File: config.mk
export PLATFORM = sky130hd
export DESIGN_NAME = energy_peak_voice_activity_detector_flat
export DESIGN_NICKNAME = d
export VERILOG_FILES = /design/src/design/epvad_pkg.sv /design/src/design/epvad_if.sv /design/src/design/epvad_csr.sv /design/src/design/epvad_front.sv /design/src/design/epvad_queue.sv /design/src/design/epvad_back.sv /design/src/design/energy_peak_voice_activity_detector.sv /design/src/flat_wrapper.sv
export SDC_FILE = /design/constraint.sdc
export NUM_CORES = 2
export LEC_CHECK = 0
export ABC_AREA = 1
export BUFFER_PORTS_ARGS = -buffer_cell sky130_fd_sc_hd__buf_2
export CAP_MARGIN = 20
export CELL_PAD_IN_SITES_DETAIL_PLACEMENT = 1
export CELL_PAD_IN_SITES_GLOBAL_PLACEMENT = 2
export CORE_AREA = 2 2 371 373
export DETAILED_ROUTE_END_ITERATION = 16
export DIE_AREA = 0 0 373 375
export MAX_ROUTING_LAYER = met4
export PLACE_DENSITY_LB_ADDON = 0.1
export SLEW_MARGIN = 20
export SYNTH_ARGS = -nofsm -noshare
export SYNTH_HDL_FRONTEND = slang
export SYNTH_SLANG_ARGS = --single-unit
File: constraint.sdc
create_clock -name clock -period 10.93 [get_ports clock]
set_clock_uncertainty 0.05 [all_clocks]
set_input_delay 1.6395 -clock clock [delete_from_list [all_inputs] [get_ports clock]]
set_output_delay 1.6395 -clock clock [all_outputs]
set_load 0.01 [all_outputs]
File: src/design/epvad_pkg.sv
package epvad_pkg;

   localparam int MAX_WINDOW = 4096;
   localparam int SAMPLE_BITS = 16;
   localparam int RUN_BITS = 24;

   localparam int WINDOW_BITS = $clog2(MAX_WINDOW) + 1;
   localparam int COUNT_BITS = $clog2(MAX_WINDOW);
   localparam int MAG_BITS = SAMPLE_BITS;
   localparam int SQ_BITS = 2 * MAG_BITS;
   localparam int SUM_BITS = SQ_BITS + COUNT_BITS - 1;
   localparam int ETHR_BITS = 31;
   localparam int PTHR_BITS = 16;
   localparam int PROD_BITS = ETHR_BITS + WINDOW_BITS;

   localparam int DATA_BITS = 32;
   localparam int ADDR_BITS = 5;
   localparam int REG_INDEX_BITS = 3;

   localparam int QUEUE_DEPTH = 4;
   localparam int QUEUE_PTR_BITS = $clog2(QUEUE_DEPTH);
   localparam int QUEUE_FILL_BITS = QUEUE_PTR_BITS + 1;

   localparam logic [RUN_BITS-1:0] RUN_MAX = {RUN_BITS{1'b1}};

   localparam logic [WINDOW_BITS-1:0] RESET_WINDOW_LENGTH = WINDOW_BITS'(160);
   localparam logic [ETHR_BITS-1:0] RESET_ENERGY_THRESHOLD = ETHR_BITS'(1073742);
   localparam logic [PTHR_BITS-1:0] RESET_PEAK_THRESHOLD = PTHR_BITS'(328);
   localparam logic [RUN_BITS-1:0] RESET_MIN_SOUND = RUN_BITS'(1600);
   localparam logic [RUN_BITS-1:0] RESET_MIN_SILENCE = RUN_BITS'(800);
   localparam logic [RUN_BITS-1:0] RESET_HANGOVER = RUN_BITS'(1600);

   typedef enum logic [REG_INDEX_BITS-1:0] {
      REG_WINDOW_LENGTH = 3'd0,
      REG_ENERGY_THRESHOLD = 3'd1,
      REG_PEAK_THRESHOLD = 3'd2,
      REG_MIN_SOUND = 3'd3,
      REG_MIN_SILENCE = 3'd4,
      REG_HANGOVER = 3'd5
   } reg_index_type;

   typedef struct packed {
      logic [WINDOW_BITS-1:0] window_length;
      logic [ETHR_BITS-1:0] energy_threshold;
      logic [PTHR_BITS-1:0] peak_threshold;
      logic [RUN_BITS-1:0] min_sound_samples;
      logic [RUN_BITS-1:0] min_silence_samples;
      logic [RUN_BITS-1:0] hang_samples;
   } cfg_type;

   typedef struct packed {
      logic [SUM_BITS-1:0] sum;
      logic [MAG_BITS-1:0] peak;
      logic [WINDOW_BITS-1:0] count;
   } window_rec_type;

   typedef struct packed {
      logic push;
      window_rec_type rec;
   } queue_push_type;

   typedef struct packed {
      logic [QUEUE_FILL_BITS-1:0] fill;
      window_rec_type head;
   } queue_status_type;

endpackage

File: src/design/epvad_if.sv
interface epvad_req_if;
   logic valid;
   logic ready;
   logic signed [epvad_pkg::SAMPLE_BITS-1:0] sample;

   modport source (output valid, output sample, input ready);
   modport sink (input valid, input sample, output ready);
endinterface

interface epvad_rsp_if;
   logic valid;
   logic ready;
   logic window_active;
   logic in_segment;
   logic segment_start;
   logic segment_end;
   logic collect_window;
   logic [epvad_pkg::MAG_BITS-1:0] window_peak;

   modport source (output valid, output window_active, output in_segment,
                   output segment_start, output segment_end,
                   output collect_window, output window_peak, input ready);
   modport sink (input valid, input window_active, input in_segment,
                 input segment_start, input segment_end,
                 input collect_window, input window_peak, output ready);
endinterface

File: src/design/epvad_csr.sv
module epvad_csr (
   input  logic clock,
   input  logic reset,
   input  logic psel,
   input  logic penable,
   input  logic pwrite,
   input  logic [epvad_pkg::ADDR_BITS-1:0] paddr,
   input  logic [epvad_pkg::DATA_BITS-1:0] pwdata,
   output logic [epvad_pkg::DATA_BITS-1:0] prdata,
   output logic pready,
   output epvad_pkg::cfg_type cfg
);

   epvad_pkg::cfg_type cfg_ff;
   epvad_pkg::cfg_type cfg_in;
   epvad_pkg::reg_index_type index;
   logic write_en;

   assign index = epvad_pkg::reg_index_type'(paddr[epvad_pkg::ADDR_BITS-1:2]);
   assign write_en = psel && penable && pwrite;
   assign pready = 1'b1;
   assign cfg = cfg_ff;

   always_comb begin
      cfg_in = cfg_ff;
      if (write_en) begin
         unique case (index)
            epvad_pkg::REG_WINDOW_LENGTH:
               cfg_in.window_length = pwdata[epvad_pkg::WINDOW_BITS-1:0];
            epvad_pkg::REG_ENERGY_THRESHOLD:
               cfg_in.energy_threshold = pwdata[epvad_pkg::ETHR_BITS-1:0];
            epvad_pkg::REG_PEAK_THRESHOLD:
               cfg_in.peak_threshold = pwdata[epvad_pkg::PTHR_BITS-1:0];
            epvad_pkg::REG_MIN_SOUND:
               cfg_in.min_sound_samples = pwdata[epvad_pkg::RUN_BITS-1:0];
            epvad_pkg::REG_MIN_SILENCE:
               cfg_in.min_silence_samples = pwdata[epvad_pkg::RUN_BITS-1:0];
            epvad_pkg::REG_HANGOVER:
               cfg_in.hang_samples = pwdata[epvad_pkg::RUN_BITS-1:0];
            default: ;
         endcase
      end
   end

   always_comb begin
      prdata = '0;
      unique case (index)
         epvad_pkg::REG_WINDOW_LENGTH:
            prdata = epvad_pkg::DATA_BITS'(cfg_ff.window_length);
         epvad_pkg::REG_ENERGY_THRESHOLD:
            prdata = epvad_pkg::DATA_BITS'(cfg_ff.energy_threshold);
         epvad_pkg::REG_PEAK_THRESHOLD:
            prdata = epvad_pkg::DATA_BITS'(cfg_ff.peak_threshold);
         epvad_pkg::REG_MIN_SOUND:
            prdata = epvad_pkg::DATA_BITS'(cfg_ff.min_sound_samples);
         epvad_pkg::REG_MIN_SILENCE:
            prdata = epvad_pkg::DATA_BITS'(cfg_ff.min_silence_samples);
         epvad_pkg::REG_HANGOVER:
            prdata = epvad_pkg::DATA_BITS'(cfg_ff.hang_samples);
         default: prdata = '0;
      endcase
   end

   always_ff @(posedge clock) begin
      if (reset) begin
         cfg_ff.window_length <= epvad_pkg::RESET_WINDOW_LENGTH;
         cfg_ff.energy_threshold <= epvad_pkg::RESET_ENERGY_THRESHOLD;
         cfg_ff.peak_threshold <= epvad_pkg::RESET_PEAK_THRESHOLD;
         cfg_ff.min_sound_samples <= epvad_pkg::RESET_MIN_SOUND;
         cfg_ff.min_silence_samples <= epvad_pkg::RESET_MIN_SILENCE;
         cfg_ff.hang_samples <= epvad_pkg::RESET_HANGOVER;
      end else begin
         cfg_ff <= cfg_in;
      end
   end

endmodule

File: src/design/epvad_front.sv
module epvad_front (
   input  logic clock,
   input  logic reset,
   epvad_req_if.sink req_ch,
   input  logic [epvad_pkg::WINDOW_BITS-1:0] window_length,
   input  logic [epvad_pkg::QUEUE_FILL_BITS-1:0] queue_fill,
   output epvad_pkg::queue_push_type push
);

   localparam logic [epvad_pkg::WINDOW_BITS-1:0] MAX_LEN =
      epvad_pkg::WINDOW_BITS'(epvad_pkg::MAX_WINDOW);
   localparam logic [epvad_pkg::QUEUE_FILL_BITS:0] DEPTH =
      (epvad_pkg::QUEUE_FILL_BITS+1)'(epvad_pkg::QUEUE_DEPTH);

   logic a_valid_ff, a_valid_in;
   logic a_last_ff, a_last_in;
   logic [epvad_pkg::SQ_BITS-1:0] a_sq_ff, a_sq_in;
   logic [epvad_pkg::MAG_BITS-1:0] a_mag_ff, a_mag_in;
   logic [epvad_pkg::WINDOW_BITS-1:0] a_count_ff, a_count_in;
   logic [epvad_pkg::COUNT_BITS-1:0] samples_ff, samples_in;
   logic [epvad_pkg::SUM_BITS-1:0] acc_sum_ff, acc_sum_in;
   logic [epvad_pkg::MAG_BITS-1:0] acc_peak_ff, acc_peak_in;

   logic accept;
   logic [epvad_pkg::SAMPLE_BITS-1:0] raw;
   logic [epvad_pkg::WINDOW_BITS-1:0] eff_len;
   logic [epvad_pkg::WINDOW_BITS-1:0] count;
   logic [epvad_pkg::QUEUE_FILL_BITS:0] committed;
   logic [epvad_pkg::SUM_BITS-1:0] sum_next;
   logic [epvad_pkg::MAG_BITS-1:0] peak_next;

   assign committed = {1'b0, queue_fill} +
                      (epvad_pkg::QUEUE_FILL_BITS+1)'(a_valid_ff && a_last_ff);
   assign req_ch.ready = committed < DEPTH;
   assign accept = req_ch.valid && req_ch.ready;
   assign raw = req_ch.sample;

   always_comb begin
      eff_len = window_length;
      if (window_length == '0) begin
         eff_len = epvad_pkg::WINDOW_BITS'(1);
      end else if (window_length > MAX_LEN) begin
         eff_len = MAX_LEN;
      end
   end

   assign count = epvad_pkg::WINDOW_BITS'(samples_ff) + epvad_pkg::WINDOW_BITS'(1);

   always_comb begin
      a_valid_in = accept;
      a_last_in = count >= eff_len;
      a_count_in = count;
      a_mag_in = raw[epvad_pkg::SAMPLE_BITS-1] ? (~raw + 1'b1) : raw;
      a_sq_in = epvad_pkg::SQ_BITS'(a_mag_in) * epvad_pkg::SQ_BITS'(a_mag_in);
      samples_in = samples_ff;
      if (accept) begin
         samples_in = a_last_in ? '0 : count[epvad_pkg::COUNT_BITS-1:0];
      end
   end

   assign sum_next = acc_sum_ff + epvad_pkg::SUM_BITS'(a_sq_ff);
   assign peak_next = (a_mag_ff > acc_peak_ff) ? a_mag_ff : acc_peak_ff;

   always_comb begin
      acc_sum_in = acc_sum_ff;
      acc_peak_in = acc_peak_ff;
      push.push = a_valid_ff && a_last_ff;
      push.rec.sum = sum_next;
      push.rec.peak = peak_next;
      push.rec.count = a_count_ff;
      if (a_valid_ff) begin
         acc_sum_in = a_last_ff ? '0 : sum_next;
         acc_peak_in = a_last_ff ? '0 : peak_next;
      end
   end

   always_ff @(posedge clock) begin
      if (reset) begin
         a_valid_ff <= 1'b0;
         samples_ff <= '0;
         acc_sum_ff <= '0;
         acc_peak_ff <= '0;
      end else begin
         a_valid_ff <= a_valid_in;
         samples_ff <= samples_in;
         acc_sum_ff <= acc_sum_in;
         acc_peak_ff <= acc_peak_in;
      end
   end

   always_ff @(posedge clock) begin
      if (accept) begin
         a_last_ff <= a_last_in;
         a_count_ff <= a_count_in;
         a_mag_ff <= a_mag_in;
         a_sq_ff <= a_sq_in;
      end
   end

endmodule

File: src/design/epvad_queue.sv
module epvad_queue (
   input  logic clock,
   input  logic reset,
   input  epvad_pkg::queue_push_type push,
   input  logic pop,
   output epvad_pkg::queue_status_type status
);

   epvad_pkg::window_rec_type mem [epvad_pkg::QUEUE_DEPTH];
   logic [epvad_pkg::QUEUE_PTR_BITS-1:0] wr_ptr_ff, wr_ptr_in;
   logic [epvad_pkg::QUEUE_PTR_BITS-1:0] rd_ptr_ff, rd_ptr_in;
   logic [epvad_pkg::QUEUE_FILL_BITS-1:0] fill_ff, fill_in;

   assign status.fill = fill_ff;
   assign status.head = mem[rd_ptr_ff];

   always_comb begin
      wr_ptr_in = push.push ? wr_ptr_ff + 1'b1 : wr_ptr_ff;
      rd_ptr_in = pop ? rd_ptr_ff + 1'b1 : rd_ptr_ff;
      fill_in = fill_ff + epvad_pkg::QUEUE_FILL_BITS'(push.push)
                - epvad_pkg::QUEUE_FILL_BITS'(pop);
   end

   always_ff @(posedge clock) begin
      if (reset) begin
         wr_ptr_ff <= '0;
         rd_ptr_ff <= '0;
         fill_ff <= '0;
      end else begin
         wr_ptr_ff <= wr_ptr_in;
         rd_ptr_ff <= rd_ptr_in;
         fill_ff <= fill_in;
      end
   end

   always_ff @(posedge clock) begin
      if (push.push) begin
         mem[wr_ptr_ff] <= push.rec;
      end
   end

endmodule

File: src/design/epvad_back.sv
module epvad_back (
   input  logic clock,
   input  logic reset,
   input  epvad_pkg::cfg_type cfg,
   input  epvad_pkg::queue_status_type status,
   output logic pop,
   epvad_rsp_if.source rsp_ch
);

   logic en;

   logic s1_valid_ff, s1_valid_in;
   logic [epvad_pkg::SUM_BITS-1:0] s1_sum_ff;
   logic [epvad_pkg::MAG_BITS-1:0] s1_peak_ff;
   logic [epvad_pkg::WINDOW_BITS-1:0] s1_count_ff;
   logic [epvad_pkg::PROD_BITS-1:0] s1_prod_ff, s1_prod_in;

   logic [epvad_pkg::RUN_BITS-1:0] sound_ff, sound_in;
   logic [epvad_pkg::RUN_BITS-1:0] silence_ff, silence_in;
   logic open_ff, open_in;

   logic out_valid_ff, out_valid_in;
   logic active_ff, start_ff, end_ff, collect_ff, in_seg_ff;
   logic [epvad_pkg::MAG_BITS-1:0] peak_ff;

   logic active, start, stop, collect, step;
   logic [epvad_pkg::RUN_BITS:0] snd_add, sil_add;
   logic [epvad_pkg::RUN_BITS-1:0] snd_sat, sil_sat;

   assign en = !out_valid_ff || rsp_ch.ready;
   assign pop = en && (status.fill != '0);
   assign step = en && s1_valid_ff;
   assign s1_valid_in = en ? pop : s1_valid_ff;
   assign out_valid_in = en ? s1_valid_ff : out_valid_ff;
   assign s1_prod_in = epvad_pkg::PROD_BITS'(cfg.energy_threshold)
                       * epvad_pkg::PROD_BITS'(status.head.count);

   assign snd_add = {1'b0, sound_ff} + (epvad_pkg::RUN_BITS+1)'(s1_count_ff);
   assign sil_add = {1'b0, silence_ff} + (epvad_pkg::RUN_BITS+1)'(s1_count_ff);
   assign snd_sat = snd_add[epvad_pkg::RUN_BITS] ? epvad_pkg::RUN_MAX
                                                 : snd_add[epvad_pkg::RUN_BITS-1:0];
   assign sil_sat = sil_add[epvad_pkg::RUN_BITS] ? epvad_pkg::RUN_MAX
                                                 : sil_add[epvad_pkg::RUN_BITS-1:0];

   always_comb begin
      active = (epvad_pkg::PROD_BITS'(s1_sum_ff) > s1_prod_ff)
               || (s1_peak_ff > cfg.peak_threshold);
      start = 1'b0;
      stop = 1'b0;
      open_in = open_ff;
      if (active) begin
         sound_in = snd_sat;
         silence_in = '0;
         if (!open_ff && snd_sat >= cfg.min_sound_samples) begin
            open_in = 1'b1;
            start = 1'b1;
         end
      end else begin
         silence_in = sil_sat;
         sound_in = '0;
         if (open_ff && sil_sat >= cfg.min_silence_samples) begin
            open_in = 1'b0;
            stop = 1'b1;
            silence_in = '0;
         end
      end
      collect = open_in ||
                ((silence_in != '0) && (silence_in <= cfg.hang_samples));
   end

   always_ff @(posedge clock) begin
      if (reset) begin
         s1_valid_ff <= 1'b0;
         out_valid_ff <= 1'b0;
         sound_ff <= '0;
         silence_ff <= '0;
         open_ff <= 1'b0;
      end else begin
         s1_valid_ff <= s1_valid_in;
         out_valid_ff <= out_valid_in;
         if (step) begin
            sound_ff <= sound_in;
            silence_ff <= silence_in;
            open_ff <= open_in;
         end
      end
   end

   always_ff @(posedge clock) begin
      if (pop) begin
         s1_sum_ff <= status.head.sum;
         s1_peak_ff <= status.head.peak;
         s1_count_ff <= status.head.count;
         s1_prod_ff <= s1_prod_in;
      end
      if (step) begin
         active_ff <= active;
         in_seg_ff <= open_in;
         start_ff <= start;
         end_ff <= stop;
         collect_ff <= collect;
         peak_ff <= s1_peak_ff;
      end
   end

   assign rsp_ch.valid = out_valid_ff;
   assign rsp_ch.window_active = active_ff;
   assign rsp_ch.in_segment = in_seg_ff;
   assign rsp_ch.segment_start = start_ff;
   assign rsp_ch.segment_end = end_ff;
   assign rsp_ch.collect_window = collect_ff;
   assign rsp_ch.window_peak = peak_ff;

endmodule

File: src/design/energy_peak_voice_activity_detector.sv
// Energy and peak voice activity detector. Takes one signed Q1.15 sample per request and
// returns one result per completed window of window_length samples (zero acts as one,
// values above 4096 saturate): the activity flag, segment state, segment start and end,
// the collect flag for segment or hangover, and the window's peak magnitude. A window
// is active when its sum of squares exceeds energy_threshold times its sample count or
// its peak exceeds peak_threshold; sound and silence runs saturate at 2^24-1. The block
// accepts one sample every clock cycle while the window queue has room. A window's result
// passes the accumulate register, the queue, then the threshold product and run update
// registers. A four-entry window queue separates sample intake from the segment logic, so
// a stalled result side stops intake only once that queue is full. The user must write
// configuration through the APB port while no window is in flight; the block does not enforce it.
module energy_peak_voice_activity_detector (
   input  logic clock,
   input  logic reset,
   epvad_req_if.sink req_ch,
   epvad_rsp_if.source rsp_ch,
   input  logic psel,
   input  logic penable,
   input  logic pwrite,
   input  logic [epvad_pkg::ADDR_BITS-1:0] paddr,
   input  logic [epvad_pkg::DATA_BITS-1:0] pwdata,
   output logic [epvad_pkg::DATA_BITS-1:0] prdata,
   output logic pready
);

   epvad_pkg::cfg_type cfg;
   epvad_pkg::queue_push_type push;
   epvad_pkg::queue_status_type status;
   logic pop;

   epvad_csr u_csr (
      .clock   (clock),
      .reset   (reset),
      .psel    (psel),
      .penable (penable),
      .pwrite  (pwrite),
      .paddr   (paddr),
      .pwdata  (pwdata),
      .prdata  (prdata),
      .pready  (pready),
      .cfg     (cfg)
   );

   epvad_front u_front (
      .clock         (clock),
      .reset         (reset),
      .req_ch        (req_ch),
      .window_length (cfg.window_length),
      .queue_fill    (status.fill),
      .push          (push)
   );

   epvad_queue u_queue (
      .clock  (clock),
      .reset  (reset),
      .push   (push),
      .pop    (pop),
      .status (status)
   );

   epvad_back u_back (
      .clock  (clock),
      .reset  (reset),
      .cfg    (cfg),
      .status (status),
      .pop    (pop),
      .rsp_ch (rsp_ch)
   );

endmodule

File: src/flat_wrapper.sv
// flat-port wrapper written by rule: the top's interface ports become plain ports
module energy_peak_voice_activity_detector_flat 
  (clock, reset, psel, penable, pwrite, paddr, pwdata, prdata, pready, req_ch_valid, req_ch_sample, req_ch_ready, rsp_ch_valid, rsp_ch_window_active, rsp_ch_in_segment, rsp_ch_segment_start, rsp_ch_segment_end, rsp_ch_collect_window, rsp_ch_window_peak, rsp_ch_ready);
  epvad_req_if req_ch_i ();
  epvad_rsp_if rsp_ch_i ();
  input  logic clock;
  input  logic reset;
  input  logic psel;
  input  logic penable;
  input  logic pwrite;
  input  logic [epvad_pkg::ADDR_BITS-1:0] paddr;
  input  logic [epvad_pkg::DATA_BITS-1:0] pwdata;
  output logic [epvad_pkg::DATA_BITS-1:0] prdata;
  output logic pready;
  input wire logic [$bits(req_ch_i.valid)-1:0] req_ch_valid;
  input wire logic [$bits(req_ch_i.sample)-1:0] req_ch_sample;
  output wire logic [$bits(req_ch_i.ready)-1:0] req_ch_ready;
  output wire logic [$bits(rsp_ch_i.valid)-1:0] rsp_ch_valid;
  output wire logic [$bits(rsp_ch_i.window_active)-1:0] rsp_ch_window_active;
  output wire logic [$bits(rsp_ch_i.in_segment)-1:0] rsp_ch_in_segment;
  output wire logic [$bits(rsp_ch_i.segment_start)-1:0] rsp_ch_segment_start;
  output wire logic [$bits(rsp_ch_i.segment_end)-1:0] rsp_ch_segment_end;
  output wire logic [$bits(rsp_ch_i.collect_window)-1:0] rsp_ch_collect_window;
  output wire logic [$bits(rsp_ch_i.window_peak)-1:0] rsp_ch_window_peak;
  input wire logic [$bits(rsp_ch_i.ready)-1:0] rsp_ch_ready;
  assign req_ch_i.valid = req_ch_valid;
  assign req_ch_i.sample = req_ch_sample;
  assign req_ch_ready = req_ch_i.ready;
  assign rsp_ch_valid = rsp_ch_i.valid;
  assign rsp_ch_window_active = rsp_ch_i.window_active;
  assign rsp_ch_in_segment = rsp_ch_i.in_segment;
  assign rsp_ch_segment_start = rsp_ch_i.segment_start;
  assign rsp_ch_segment_end = rsp_ch_i.segment_end;
  assign rsp_ch_collect_window = rsp_ch_i.collect_window;
  assign rsp_ch_window_peak = rsp_ch_i.window_peak;
  assign rsp_ch_i.ready = rsp_ch_ready;
  energy_peak_voice_activity_detector u_core (.clock(clock), .reset(reset), .req_ch(req_ch_i), .rsp_ch(rsp_ch_i), .psel(psel), .penable(penable), .pwrite(pwrite), .paddr(paddr), .pwdata(pwdata), .prdata(prdata), .pready(pready));
endmodule
==> results.cfg <==
[timing]
worst_slew_pin_slew_ps = 1050
max_freq_mhz = 118
slew-limit-headroom = 0.300
drv_slew = 0
rsz0062_at_grt = no
fin_crit_sh = 0.776
finalHoldViolations = 0
finalSetupViolCount = 0
tns_ps = 0
period_minus_slack_ps = 8490

[detailed_routing]
routedWlPerCell_um = 21.1
via_per_inst = 5.20
drtPass1Iterations = 5
drc_errors = 0
drtAntennaViolNets = 0
drt_iter0_markers = 2383
drt_wl_total_um = 171000
routed-via-count = 42267

[floorplanning]
fp.dieW_um = 373
row_count = 136
start_util = 0.407
core_area_sq_um = 136000
top_level_ports = 116
fp.dieArea_sq_um = 140000
die_h_um = 375

[grt]
track_usage = 0.256
grt_pass1_wl_um = 268000
grt_overflow = 0
grt_max_degree = 105
grt_pass1_vias = 45294
antenna_found_initial = 2

[critical_path]
cp_slowest_cell = fa_1
cp.arrival_ps = 8880
crit_required_ps = 11320
crit_path_end_kind = register
start_kind = primary input
path_common_cell = inv_1
crit_fanout = 11
crit_family = adder cells
worstSetupPathType = in2reg
worst-path-buf-inv = 12
max_stage_delay_ps = 530

[yosys]
synth_cells = 6227
synth-seq-cells = 749
synth_ff_type = edfxtp_1
avgSynthCellArea_sq_um = 8.91
async_flop_share = 0
yosysSeqAreaShare = 0.358
yosys_warnings = 0
synthesis.area_sq_um = 55500
synth_edf_count = 485
yosys.cell_types.count = 66

[clock_tree]
clockRootBuffer = clkbuf_16
holdBufCountCts = 0
cts_tree = yes
cts_buffers = 86
cts_setup_buffers = 0
cts_buffer_depth = 3
clk_latency_ps = 710
clk_pin_slew_ps = 70
htree_num_levels = 3
cts_resized = 0
clock-sinks = 749

[run_status]
status = complete, no violations

[finish]
final_common_cell = nand2_1
diodes = 0
area_delta_synth_final_pct = 9.18
layout.nets = 7215
layout-drive-gt1-share = 0.0655
final_cell_mix = 1150 x nand2_1, 1019 x inv_1, 635 x nor2_1, 486 x fa_1, 485 x edfxtp_1

[min_path]
hold_class = reg2reg

[placement]
place_hpwl_um = 133000
gp_congestion = 0.882
io_buffers = 110

[job]
maxCapViolCount = 0
-- flip-flops by register name (all words and copies together), names as in the netlist, 2 cells and up, named ones only --
register	flops
u_core.u_queue.mem	288
u_core.u_csr.cfg	132
u_core.u_back.s1_prod_ff	44
u_core.u_back.s1_sum_ff	43
u_core.u_front.acc_sum_ff	43
u_core.u_front.a_sq_ff	31
u_core.u_back.silence_ff	24
u_core.u_back.sound_ff	24
u_core.u_back.rsp_ch.window_peak	16
u_core.u_back.s1_peak_ff	16
u_core.u_front.acc_peak_ff	16
u_core.u_front.a_mag_ff	15
u_core.u_back.s1_count_ff	13
u_core.u_front.a_count_ff	13
u_core.u_front.samples_ff	12
u_core.u_queue.fill_ff	3
u_core.u_queue.rd_ptr_ff	2
u_core.u_queue.wr_ptr_ff	2
-- cell families (layout without fill, tap and decap cells) --
logic type / Yosys count / after routing / synth area share
other: 2 / 14 / 0.000135
XOR/XNOR: 130 / 130 / 0.0205
AND/OR/NAND/NOR: 2153 / 2153 / 0.163
AO/OA/AOI/OAI: 1030 / 1030 / 0.104
buffers and inverters: 1268 / 1361 / 0.0876
adder cells (fa/ha/maj): 895 / 895 / 0.267
flip-flops: 749 / 749 / 0.358
-- cells in the mapped netlist, drive strengths merged (2+ instances only) --
cell,count,share of area
nand2,1180,0.082
inv,1037,0.070
nor2,658,0.046
fa,486,0.18
edfxtp,485,0.26
a21oi,417,0.038
ha,409,0.092
o21ai,351,0.032
dfxtp,264,0.095
nand3,182,0.020
clkbuf,147,0.0099
xor2,87,0.014
o22ai,81,0.0091
buf,72,0.0067
xnor2,43,0.0068
nor3,42,0.0045
nand4,31,0.0035
a31oi,28,0.0032
o211ai,28,0.0040
a21o,20,0.0027
o21a,20,0.0027
or2,20,0.0023
a22oi,18,0.0024
o221ai,18,0.0028
nor4,17,0.0021
a211oi,14,0.0021
clkinv,12,0.00081
o21bai,12,0.0018
and2,10,0.0011
nand3b,9,0.0014
a221oi,8,0.0013
a21boi,5,0.00068
o31ai,5,0.00068
and3,2,0.00023
conb,2,0.00014
o2111ai,2,0.00032
-- stage by stage --
stage	instance area [sq um]	util	hold WS, ps	setup slack, ps	instances
finish	60600	0.445	411	2440	8126
global route	60600	0.445	431	1970	8126
CTS	60600	0.445	411	2470	8126
detailed placement	57800	0.424	402	1720	7966
global placement	57800	0.424	395	1790	7966
floorplan	55500	-	376	2380	6239
-- path summary, 6_finish.rpt --
kind	to	startpoint	cells after the start	slack, ps
setup / recovery	u_core.u_front.a_sq_ff[30]	req_ch_sample[0]	38	2440
setup reg to reg	u_core.u_back.s1_prod_ff[41]	register	27	2760
hold / removal	u_core.u_back.rsp_ch.window_peak[10]	u_core.u_back.s1_peak_ff[10]	0	410
hold reg to reg	u_core.u_back.rsp_ch.window_peak[10]	u_core.u_back.s1_peak_ff[10]	0	410
-- routing by layer --
metal  GRT usage  vias to the layer above  routed length, um
met5           -                        -                  0
met3      0.0231                      199               5330
li1            -                    20169                  -
met4      0.0635                        0               4200
met2       0.440                      661              85500
met1       0.324                    21238              76100
-- final cells by class --
type,instances,area [sq um]
fillers,15775,75700
clock inverters,43,493
well taps,1794,2240
inverters,1049,3950
multi-input cells,4222,30900
flip-flops and latches,749,19900
repair buffers,152,868
clock buffers,117,2310
Power is left out: the tool's default activity adds up to more than one toggle a clock period on the data nets, which glitch-free logic cannot reach.
